### src/hw/rtl/utf16_to_utf8_encoder_defines.svh
// Assertion macros shared by the encoder modules.
`ifndef UTF16_TO_UTF8_ENCODER_DEFINES_SVH
`define UTF16_TO_UTF8_ENCODER_DEFINES_SVH

// Checks that a condition holds at every clock edge outside reset.
`define U2U8_ASSERT_ALWAYS(lbl, cond, msg) \
  lbl: assert property (@(posedge clk) disable iff (rst) (cond)) else $error(msg);

// Checks that a trigger implies a condition in the cycle after it.
`define U2U8_ASSERT_NEXT(lbl, trig, cond, msg) \
  lbl: assert property (@(posedge clk) disable iff (rst) (trig) |=> (cond)) else $error(msg);

`endif

### src/hw/rtl/u2u8_pkg.sv
// Shared types, constants and the UTF-8 sequence builder for the encoder.
package u2u8_pkg;

  localparam int MAX_BYTES       = 6;
  localparam int QUEUE_DEPTH_DEF = 4;

  localparam logic [15:0] HIGH_FIRST = 16'hD800;
  localparam logic [15:0] HIGH_LAST  = 16'hDBFF;
  localparam logic [15:0] LOW_FIRST  = 16'hDC00;
  localparam logic [15:0] LOW_LAST   = 16'hDFFF;
  localparam logic [20:0] SUPP_BASE  = 21'h10000;
  localparam logic [20:0] LIMIT_1B   = 21'h80;
  localparam logic [20:0] LIMIT_2B   = 21'h800;
  localparam logic [20:0] LIMIT_3B   = 21'h10000;
  localparam logic [7:0]  LEAD_2B    = 8'hC0;
  localparam logic [7:0]  LEAD_3B    = 8'hE0;
  localparam logic [7:0]  LEAD_4B    = 8'hF0;
  localparam logic [7:0]  CONT_MARK  = 8'h80;

  typedef logic [2:0] byte_cnt_t;

  // One UTF-8 sequence of up to four bytes.
  typedef struct packed {
    logic [3:0][7:0] bytes;
    byte_cnt_t       len;
  } seq_t;

  // Everything one input item sends to the output side.
  typedef struct packed {
    logic [MAX_BYTES-1:0][7:0] bytes;
    byte_cnt_t                 count;
    logic                      text_end;
  } job_t;

  function automatic seq_t utf8_encode(input logic [20:0] v);
    seq_t s;
    s = '0;
    if (v < LIMIT_1B) begin
      s.bytes[0] = v[7:0];
      s.len      = 3'd1;
    end else if (v < LIMIT_2B) begin
      s.bytes[0] = LEAD_2B | {3'b000, v[10:6]};
      s.bytes[1] = CONT_MARK | {2'b00, v[5:0]};
      s.len      = 3'd2;
    end else if (v < LIMIT_3B) begin
      s.bytes[0] = LEAD_3B | {4'b0000, v[15:12]};
      s.bytes[1] = CONT_MARK | {2'b00, v[11:6]};
      s.bytes[2] = CONT_MARK | {2'b00, v[5:0]};
      s.len      = 3'd3;
    end else begin
      s.bytes[0] = LEAD_4B | {5'b00000, v[20:18]};
      s.bytes[1] = CONT_MARK | {2'b00, v[17:12]};
      s.bytes[2] = CONT_MARK | {2'b00, v[11:6]};
      s.bytes[3] = CONT_MARK | {2'b00, v[5:0]};
      s.len      = 3'd4;
    end
    return s;
  endfunction

endpackage

### src/hw/rtl/u2u8_front.sv
// Input side: pairs surrogates and turns each code unit into a byte job.
`include "utf16_to_utf8_encoder_defines.svh"

module u2u8_front
  import u2u8_pkg::*;
(
  input  logic        clk,
  input  logic        rst,
  input  logic        s_tvalid,
  output logic        s_tready,
  input  logic [15:0] s_tdata,   // code_unit
  input  logic        s_tlast,   // string_end
  input  logic        q_full,
  output logic        q_push,
  output job_t        q_job
);

  logic [9:0] pending_high;
  logic [9:0] pending_high_next;
  logic       pending_valid;
  logic       pending_valid_next;
  logic       accept;
  logic       is_high;
  logic       is_low;
  logic       hold_new;
  seq_t       first_seq;
  seq_t       second_seq;

  assign s_tready = !q_full;
  assign accept   = s_tvalid && s_tready;
  assign is_high  = (s_tdata >= HIGH_FIRST) && (s_tdata <= HIGH_LAST);
  assign is_low   = (s_tdata >= LOW_FIRST) && (s_tdata <= LOW_LAST);

  // A new high surrogate is held unless it completes nothing and ends the string.
  assign hold_new = is_high && !s_tlast && !(pending_valid && is_low);

  always_comb begin
    first_seq  = '0;
    second_seq = '0;
    if (pending_valid) begin
      if (is_low) begin
        first_seq = utf8_encode(SUPP_BASE + {1'b0, pending_high, s_tdata[9:0]});
      end else begin
        first_seq = utf8_encode({5'b00000, HIGH_FIRST[15:10], pending_high});
      end
    end
    if (!(pending_valid && is_low) && !hold_new) begin
      second_seq = utf8_encode({5'b00000, s_tdata});
    end
  end

  always_comb begin
    byte_cnt_t off;
    q_job          = '0;
    q_job.count    = first_seq.len + second_seq.len;
    q_job.text_end = s_tlast;
    for (int k = 0; k < MAX_BYTES; k++) begin
      off = 3'(k) - first_seq.len;
      if (3'(k) < first_seq.len) begin
        q_job.bytes[k] = first_seq.bytes[k % 4];
      end else if (off < second_seq.len) begin
        q_job.bytes[k] = second_seq.bytes[off[1:0]];
      end
    end
  end

  assign q_push = accept && (q_job.count != '0);

  always_comb begin
    pending_high_next  = pending_high;
    pending_valid_next = pending_valid;
    if (accept) begin
      pending_valid_next = hold_new;
      pending_high_next  = hold_new ? s_tdata[9:0] : '0;
    end
  end

  always_ff @(posedge clk) begin
    if (rst) begin
      pending_high  <= '0;
      pending_valid <= 1'b0;
    end else begin
      pending_high  <= pending_high_next;
      pending_valid <= pending_valid_next;
    end
  end

  `U2U8_ASSERT_NEXT(a_hold_sets_pending, accept && hold_new, pending_valid, "high surrogate not held")
  `U2U8_ASSERT_ALWAYS(a_push_or_hold, !accept || q_push || hold_new, "accepted unit produced no job")

endmodule

### src/hw/rtl/u2u8_queue.sv
// Short job queue between the input and output sides.
`include "utf16_to_utf8_encoder_defines.svh"

module u2u8_queue
  import u2u8_pkg::*;
#(
  parameter int DEPTH = QUEUE_DEPTH_DEF
) (
  input  logic clk,
  input  logic rst,
  input  logic push,
  input  job_t push_job,
  output logic full,
  input  logic pop,
  output logic avail,
  output job_t head_job
);

  localparam int AW = (DEPTH > 1) ? $clog2(DEPTH) : 1;
  localparam int CW = $clog2(DEPTH + 1);
  localparam logic [AW-1:0] LAST_SLOT = AW'(DEPTH - 1);
  localparam logic [CW-1:0] FULL_CNT  = CW'(DEPTH);

  job_t          slots [DEPTH];
  logic [AW-1:0] wr_ptr;
  logic [AW-1:0] rd_ptr;
  logic [CW-1:0] fill;
  logic          do_push;
  logic          do_pop;

  assign full     = (fill == FULL_CNT);
  assign avail    = (fill != '0);
  assign do_push  = push && !full;
  assign do_pop   = pop && avail;
  assign head_job = slots[rd_ptr];

  always_ff @(posedge clk) begin
    if (do_push) begin
      slots[wr_ptr] <= push_job;
    end
  end

  always_ff @(posedge clk) begin
    if (rst) begin
      wr_ptr <= '0;
      rd_ptr <= '0;
      fill   <= '0;
    end else begin
      if (do_push) begin
        wr_ptr <= (wr_ptr == LAST_SLOT) ? '0 : wr_ptr + 1'b1;
      end
      if (do_pop) begin
        rd_ptr <= (rd_ptr == LAST_SLOT) ? '0 : rd_ptr + 1'b1;
      end
      if (do_push && !do_pop) begin
        fill <= fill + 1'b1;
      end else if (do_pop && !do_push) begin
        fill <= fill - 1'b1;
      end
    end
  end

  `U2U8_ASSERT_ALWAYS(a_no_push_full, !(push && full), "push into full queue")
  `U2U8_ASSERT_ALWAYS(a_no_pop_empty, !(pop && !avail), "pop from empty queue")

endmodule

### src/hw/rtl/u2u8_back.sv
// Output side: sends the bytes of each job one per cycle while m_tready is high.
`include "utf16_to_utf8_encoder_defines.svh"

module u2u8_back
  import u2u8_pkg::*;
(
  input  logic       clk,
  input  logic       rst,
  input  logic       q_avail,
  input  job_t       q_job,
  output logic       q_pop,
  output logic       m_tvalid,
  input  logic       m_tready,
  output logic [7:0] m_tdata,   // utf8_byte
  output logic       m_tlast,   // run_last
  output logic [0:0] m_tuser    // text_done
);

  job_t      cur;
  logic      cur_valid;
  byte_cnt_t idx;
  logic      load;

  assign m_tvalid   = cur_valid;
  assign m_tdata    = cur.bytes[idx];
  assign m_tlast    = (idx == cur.count - 1'b1);
  assign m_tuser[0] = m_tlast && cur.text_end;

  // The next job loads as the last byte of the current one is taken, or whenever no job is held.
  assign load  = !cur_valid || (m_tready && m_tlast);
  assign q_pop = load && q_avail;

  always_ff @(posedge clk) begin
    if (load) begin
      cur <= q_job;
    end
  end

  always_ff @(posedge clk) begin
    if (rst) begin
      cur_valid <= 1'b0;
      idx       <= '0;
    end else if (load) begin
      cur_valid <= q_avail;
      idx       <= '0;
    end else if (m_tready) begin
      idx <= idx + 1'b1;
    end
  end

  `U2U8_ASSERT_ALWAYS(a_idx_in_job, !cur_valid || (idx < cur.count), "byte index past job")
  `U2U8_ASSERT_ALWAYS(a_job_not_empty, !cur_valid || (cur.count != '0), "empty job loaded")

endmodule

### src/hw/rtl/utf16_to_utf8_encoder.sv
// UTF-16 to UTF-8 encoder top level: input side, job queue and output side.
//
// The block takes one UTF-16 code unit per request and sends out its UTF-8 bytes, one
// byte per output request. A unit is accepted in any cycle in which the job queue
// (DEPTH entries, four by default) has room, so units may arrive back to back. Each
// unit yields zero to six bytes; the output side sends one byte per cycle while
// m_tready is high, so in steady state a unit holds the output for as long as its
// bytes take (one for ASCII, up to six when a held high surrogate is flushed before
// a 3-byte unit), and a held high surrogate costs nothing until the next unit
// arrives. When the output side is idle, an accepted unit is first written into the
// job queue and then loaded into the output side's job register before its first
// byte is presented. tlast marks the last byte of each job, and tuser marks the
// final byte of the string.
module utf16_to_utf8_encoder
  import u2u8_pkg::*;
#(
  parameter int DEPTH = QUEUE_DEPTH_DEF
) (
  input  logic        clk,
  input  logic        rst,
  input  logic        s_tvalid,
  output logic        s_tready,
  input  logic [15:0] s_tdata,   // code_unit
  input  logic        s_tlast,   // string_end
  output logic        m_tvalid,
  input  logic        m_tready,
  output logic [7:0]  m_tdata,   // utf8_byte
  output logic        m_tlast,   // run_last
  output logic [0:0]  m_tuser    // text_done
);

  logic q_full;
  logic q_push;
  job_t q_push_job;
  logic q_pop;
  logic q_avail;
  job_t q_head_job;

  u2u8_front u_front (
    .clk      (clk),
    .rst      (rst),
    .s_tvalid (s_tvalid),
    .s_tready (s_tready),
    .s_tdata  (s_tdata),
    .s_tlast  (s_tlast),
    .q_full   (q_full),
    .q_push   (q_push),
    .q_job    (q_push_job)
  );

  u2u8_queue #(
    .DEPTH (DEPTH)
  ) u_queue (
    .clk      (clk),
    .rst      (rst),
    .push     (q_push),
    .push_job (q_push_job),
    .full     (q_full),
    .pop      (q_pop),
    .avail    (q_avail),
    .head_job (q_head_job)
  );

  u2u8_back u_back (
    .clk      (clk),
    .rst      (rst),
    .q_avail  (q_avail),
    .q_job    (q_head_job),
    .q_pop    (q_pop),
    .m_tvalid (m_tvalid),
    .m_tready (m_tready),
    .m_tdata  (m_tdata),
    .m_tlast  (m_tlast),
    .m_tuser  (m_tuser)
  );

endmodule
### config.mk
export PLATFORM = sky130hd
export DESIGN_NAME = utf16_to_utf8_encoder
export DESIGN_NICKNAME = d
export VERILOG_FILES = /design/src/hw/rtl/u2u8_pkg.sv /design/src/hw/rtl/u2u8_front.sv /design/src/hw/rtl/u2u8_queue.sv /design/src/hw/rtl/u2u8_back.sv /design/src/hw/rtl/utf16_to_utf8_encoder.sv
export VERILOG_INCLUDE_DIRS = /design/src /design/src/hw/rtl
export SDC_FILE = /design/constraint.sdc
export NUM_CORES = 1
export LEC_CHECK = 0
export BUFFER_PORTS_ARGS = -buffer_cell sky130_fd_sc_hd__buf_4
export CORE_ASPECT_RATIO = 1.4
export CORE_MARGIN = 2
export CORE_UTILIZATION = 51
export DETAILED_ROUTE_END_ITERATION = 7
export PLACE_DENSITY = 0.69
export SLEW_MARGIN = 30
export SYNTH_ARGS = -nofsm -noshare
export SYNTH_HDL_FRONTEND = slang
export SYNTH_SLANG_ARGS = --single-unit
export TNS_END_PERCENT = 10
### constraint.sdc
create_clock -name clk -period 7.35 [get_ports clk]
set_clock_uncertainty 0.1 [all_clocks]
set_input_delay 1.1025 -clock clk [delete_from_list [all_inputs] [get_ports clk]]
set_output_delay 1.1025 -clock clk [all_outputs]
set_load 0.005 [all_outputs]
# ---- Word-level counts from Yosys, hierarchy flattened
# Memories as Yosys holds them, arrays and structs flattened. A register that Yosys moved wholly into a read port is not among the register bits.
# Index checks and enable logic that the tools add are counted.
dict set report totals {
  regBits 22
  ramBits 208
  input_bits 21
  out_inout_bits 12
  wordCells 127
  mem_count 1
}
# memory depth word_bits read_ports rd_clocked_by_memory_dff wr line
set memory_table {}
lappend memory_table {u_queue.slots 4 52 1 1 1 u2u8_queue.sv:24} ;# job_t slots [DEPTH];
dict set report classes {
  n_addsub 14
  order_cmp 28
  eq_ne 4
  mux 46
  reduce_logical 27
}
# op count
set ops {}
lappend ops {{two-way mux 8 bit} 21}
lappend ops {{two-way mux 35 bit} 3}
lappend ops {{binary-select mux 8 bit (select 2 bit)} 6}
lappend ops {{>= comparator 16 bit (second input constant)} 2}
lappend ops {{<= comparator 16 bit (second input constant)} 2}
lappend ops {{two-way mux 16 bit} 2}
lappend ops {{two-way mux 25 bit} 1}
lappend ops {{binary-select mux 8 bit (select 3 bit)} 1}
lappend ops {{two-way mux 24 bit} 1}
lappend ops {{two-way mux 11 bit} 2}
lappend ops {{adder 17 x 20 -> 21 bit (first input constant)} 1}
lappend ops {{less-than comparator 21 x 12 -> 1 bit (second input constant)} 1}
lappend ops {{less-than comparator 21 x 17 -> 1 bit (second input constant)} 1}
lappend ops {{less-than comparator 21 x 8 -> 1 bit (second input constant)} 1}
lappend ops {{two-way mux 19 bit} 1}
lappend ops {{less-than comparator 2 x 3 -> 1 bit (second input constant)} 6}
lappend ops {{less-than comparator 3 bit} 6}
lappend ops {{two-way mux 17 bit} 1}
lappend ops {{less-than comparator 16 x 12 -> 1 bit (second input constant)} 1}
lappend ops {{less-than comparator 16 x 8 -> 1 bit (second input constant)} 1}
lappend ops {{logical AND 1 bit} 15}
lappend ops {{two-way mux 10 bit} 1}
lappend ops {{logical NOT 1 bit} 7}
lappend ops {{adder 3 x 1 -> 3 bit (second input constant)} 2}
lappend ops {{20 further kinds} 33}

# ---- Longest topological paths before layout
dict set report logic_depth {
  depth_word 16
  mapped_depth 17
  ltp_nobuf 15
}

# ---- Hierarchy
# A second synthesis with hierarchy kept.
dict set report unflattened {
  hier_cells 851
  area_unflattened_um2 13090.1
}
# mod instances cells_per_inst area_per_inst_um2 seq_area_each_um2
set modules_own_cells {}
lappend modules_own_cells {u2u8_queue 1 322 7991.4 6426.2}
lappend modules_own_cells {u2u8_front 1 404 2847.7 220.2}
lappend modules_own_cells {u2u8_back 1 125 2250.9 1641.6}

# ---- Least setup slack after synthesis
# Ideal clock, no wire load.
dict set report synth_timing {
  kind {input-to-reg}
  start {input port s_tdata[14]}
  end {memory u_queue.slots[0][0] (netlist bit), enable pin}
  setup_time_ns 0.415
  arrival_time_ns 4.939
  required_ns 6.835
  path_slack_ns 1.896
  path_stages 11
  path_buffers 2
  path_cell_list {buf_2 or4_1 clkbuf_1 nor2_2 nand2_1 nand2_1 inv_1 fa_1 or3_1 a41oi_2 and2_1}
}
dict set report synth_via {
  elab_chain_len 14
  word_cells_on_any_way 25
  classes_between {1 x add/sub; 6 x order compare; 7 x mux; 11 x reduce/logical}
}
# item line
set synth_lines {}
lappend synth_lines {{start: declaration} utf16_to_utf8_encoder.sv:23} ;# input logic [15:0] s_tdata,
lappend synth_lines {{>= comparator 16 bit / <= comparator 16 bit (equally long branches)} u2u8_front.sv:32} ;# assign is_low = (s_tdata >= LOW_FIRST) && (s_tdata <= LOW_LAST);
lappend synth_lines {{logical AND 1 bit} u2u8_front.sv:32}
lappend synth_lines {{logical AND 1 bit} {u2u8_front.sv:35, u2u8_front.sv:47}}
lappend synth_lines {{logical NOT 1 bit} {u2u8_front.sv:35, u2u8_front.sv:47}}
lappend synth_lines {{logical AND 1 bit} u2u8_front.sv:35} ;# assign hold_new = is_high && !s_tlast && !(pending_valid && is_low);
lappend synth_lines {{logical NOT 1 bit} u2u8_front.sv:47} ;# if (!(pending_valid && is_low) && !hold_new) begin
lappend synth_lines {{logical AND 1 bit} u2u8_front.sv:47}
lappend synth_lines {{two-way mux 35 bit} u2u8_front.sv:47}
lappend synth_lines {{adder 3 bit *} u2u8_front.sv:55} ;# q_job.count = first_seq.len + second_seq.len;
lappend synth_lines {{nonzero test 3 bit *} u2u8_front.sv:67} ;# assign q_push = accept && (q_job.count != '0);
lappend synth_lines {{logical AND 1 bit *} u2u8_front.sv:67}
lappend synth_lines {{logical AND 1 bit *} u2u8_queue.sv:33} ;# assign do_push = push && !full;
lappend synth_lines {{via u_queue.do_push} u2u8_queue.sv:28} ;# logic do_push;
lappend synth_lines {{two-way mux 1 bit *} u2u8_queue.sv:38} ;# if (do_push) begin
lappend synth_lines {{two-way mux 1 bit (implied by the code) *} u2u8_queue.sv:39} ;# slots[wr_ptr] <= push_job;
lappend synth_lines {{end: declaration} u2u8_queue.sv:24}
# Mark *: on every way through the listed nets, which the timed path passes. The rest lies on a longest branch.

# ---- Worst setup path after layout
dict set report layout_timing {
  start {input port s_tdata[13]}
  end {memory u_queue.slots[0][7] (netlist bit), enable pin}
}
# The elaborated chain is that of the path after synthesis.

==> qor.tcl <==
set qor(run_status) {finished, final reports clean}
set qor(detailedPlace.worstSlack_ns) 1.71
set qor(final_period_minus_worst_setup_slack_ns) 5.13
set qor(synth_seq_cells) 282
set qor(route.vias.total) 7867
set qor(worst-path-max-fanout) 23
set qor(tns_ns) 0
set qor(layout_worst_path_cycle_share_pct) 69.8
set qor(path_buf_inv) 3
set qor(filler_cell_count) 1917
set qor(postSynthAreaPerCell_um2) 15.0
set qor(cts_tree) {built}
set qor(worst_ir_drop_vdd_mv) 0.172
set qor(die_area_um2) 26600
set qor(worstMarginPinSlew_ns) 0.817
set qor(report.final.setup_viol) 0
set qor(sequentialPowerShare_pct) 51.4
set qor(insertedDiodeCount) 0
set qor(synth.top_cell.area_share_pct) 60.6
set qor(clock-root-buffer) {clkbuf_16}
set qor(yosys.cell_count.top_type) {edfxtp_1}
set qor(slew-limit-headroom_pct) 45.1
set qor(yosysWarnings) 0
set qor(power.switching_mw) 1.09
set qor(maximum_clock_frequency_mhz) 195
set qor(power.static_leakage_nw) 4.85
set qor(drtPass1Iterations) 6
set qor(initial_utilization_pct) 52.0
set qor(final_nets) 937
set qor(worst_setup_hold_path_clk_slew_ns) 0.06
set qor(p_sw_share_pct) 25.1
set qor(detail_route.iter0.violations) 774
set qor(first_global_vias) 7905
set qor(crit_path_max_incr_delay_ns) 0.66
set qor(timing.setup.critical_path_class) {input port to register}
set qor(timing_hold_violations_final) 0
set qor(grt_setup_unrepaired) {no}
set qor(rows) 68
set qor(grt.total_usage_pct) 23.9
set qor(hp-class) {register to register}
set qor(finalPower_mw) 4.34
set qor(synth_enable_flop_cells) 260
set qor(timing.critical_path.max_delay_family) {simple AND/OR/NAND/NOR gates}
set qor(die_x_um) 138
set qor(antenna_found_initial) 0
set qor(routedWlPerCell_um) 25.5
set qor(crit_path_top_delay_cell) {or4_1}
set qor(p_comb_share_pct) 19.3
set qor(fin_hold_ws_ns) 0.433
set qor(cts.repair.resized) 0
set qor(vias_per_cell) 6.43
set qor(syn_inst) 858
set qor(cts-root-to-sink-buffers) 3
set qor(port_buffers) 32
set qor(route.detailed.drc) 0
set qor(drt.antenna.violating_nets) 0
set qor(synth.largest_area_cell) {edfxtp_1}
set qor(post_synth_main_area_contributors) {edfxtp_1 61%, mux4_2 10%, dfxtp_1 3.4%}
set qor(drt_wl_total_um) 31200
set qor(first_pass_grt_wire_length_um) 48000
set qor(grt-ovfl-total) 0
set qor(netlist_area_um2) 12900
set qor(netlist_top_cells_count) {260 x edfxtp_1, 60 x mux4_2, 53 x nor2_1, 46 x nand2_1, 34 x inv_1}
set qor(sequential_to_total_area_share_from_yosys_stat_pct) 64.0
set qor(drv.max_cap_violation_count) 0
set qor(dominantRegCellSynth) {edfxtp_1}
set qor(cts_inserted_buffers) 25
set qor(critPathCaptureType) {register}
set qor(required_time_of_the_critical_path_ns) 7.45
set qor(yosysUniqueCellTypes) 83
set qor(globalplace.congestion) 1.02
set qor(cellPowerDensity_nw_per_um2) 305
set qor(final_number_of_max_transition_violations) 0
set qor(synth_async_sr_flop_share_pct) 0
set qor(fp.coreArea_um2) 24800
set qor(critical_path_arrival_ns) 5.23
set qor(num_io_pins) 33
set qor(holdBufCountCts) 0
set qor(crit_chain) {buf_4 > or4_1 > nor2_2 > nand2_1 > nand2_1 > inv_1 > fa_1 > or3_1 > a41oi_2 > and2_2 > buf_4}
set qor(grt_start_max_net_pins) 54
set qor(clkPwrFrac_pct) 29.4
set qor(worst_slack_ns) 2.22
set qor(clk_latency_ns) 0.52
set qor(clk_sinks) 282
set qor(critPathLaunchType) {input port}
set qor(cts-htree-levels) 1
set qor(internal-power_mw) 3.25
set qor(die_y_um) 192
set qor(post_route_cells_drive_above_1_share_pct) 19.1
set qor(post_dp_hpwl_um) 22600
set qor(post_cts.repair.setup_buffers) 0
set qor(synth_to_layout_area_growth_pct) 10.5
through the flow:
stage / std cells / util (%) / instance area (um2)
2_1_floorplan: 865 / - / 12900
3_3_place_gp: 1180 / 54.3 / 13400
3_5_place_dp: 1180 / 54.3 / 13400
4_1_cts: 1224 / 57.5 / 14200
5_1_grt: 1224 / 57.5 / 14200
6_report: 1224 / 57.5 / 14200
cells in the final DEF (no fill, tap or decap), types with 4 or more instances in the layout:
master	instances
clkinv_1	5
a21oi_1	31
nand2_1	46
inv_1	33
or3_1	4
ha_1	22
a221o_1	13
buf_4	50
and2_1	5
o21ai_0	29
xor2_1	4
nor3_1	19
mux4_2	60
a22oi_1	13
mux2i_1	20
conb_1	8
and2_2	4
clkinv_2	4
clkbuf_1	4
o22ai_1	22
clkbuf_16	25
edfxtp_1	260
and3_1	9
a22o_1	6
a31oi_1	5
o211ai_1	4
a32oi_1	4
dfxtp_1	20
nand3_1	15
nor2_1	53
o21bai_1	5
o31ai_1	6
o21ai_1	9
inv_2	4
kinds of logic (layout without fill, tap and decap cells):
group                    count (synthesis)  in the layout  synth area share (%)
AND/OR/NAND/NOR                        190            190                  7.62
adder cells (fa/ha/maj)                 24             24                  2.45
AO/OA/AOI/OAI                          184            184                  9.93
buffers and inverters                   88            132                  3.15
other                                    1              8                0.0291
multiplexers                            81             81                  12.1
XOR/XNOR                                 8              8                 0.661
flip-flops                             282            282                  64.0
routing by layer:
layer / track usage [%] / vias to the layer above / part of all wire, %
met5: 0 / - / 0
met4: 13.3 / 0 / 6.6
met3: 3.34 / 132 / 5.9
met2: 42.7 / 365 / 51
met1: 27.9 / 3896 / 36
li1: - / 3474 / -
layout make-up:
class | count | area [um2] | area share (%)
clock buffer | 29 | 641 | 4.50
sequential | 282 | 8250 | 58.0
tap | 315 | 394 | 2.77
inverter | 37 | 139 | 0.975
clock inverter | 15 | 156 | 1.10
multi-input combinational | 495 | 4260 | 29.9
timing repair buffer | 51 | 395 | 2.78
sequential cells by signal, indices dropped and copies added (netlist names):
| name | cells |
|---|---|
| u_back.m_tvalid | 1 |
| u_front.pending_high | 10 |
| u_front.pending_valid | 1 |
| u_back.cur | 52 |
| u_queue.rd_ptr | 2 |
| u_queue.wr_ptr | 2 |
| u_back.idx | 3 |
| u_queue.slots | 208 |
| u_queue.fill | 3 |
power groups by stage:
stage / logic, mW / registers [mW] / clock network [mW]
after floorplan: 0.658 / 2.17 / 0
after global placement: 0.842 / 2.26 / 0
after detailed placement: 0.856 / 2.27 / 0
after CTS: 0.858 / 2.24 / 1.30
after global routing: 0.910 / 2.26 / 1.36
final: 0.836 / 2.23 / 1.27
worst min-delay path, cell delays in order (launching register included):
cell and delay (ns):
dfxtp_1 0.33, o21ai_0 0.09, a21oi_1 0.07
final timing paths:
check | cells after the start | from | endpoint | slack, ns
worst min-delay path | 2 | u_queue.fill[2] | u_queue.fill[2] | 0.43
worst min register to register | 2 | u_queue.fill[2] | u_queue.fill[2] | 0.43
worst max register to register | 14 | u_front.pending_high[6] | u_queue.slots[2][26] | 2.62
worst max-delay path | 11 | s_tdata[13] | u_queue.slots[0][7] | 2.22
Note: power is estimated with default switching activity, not from simulation.
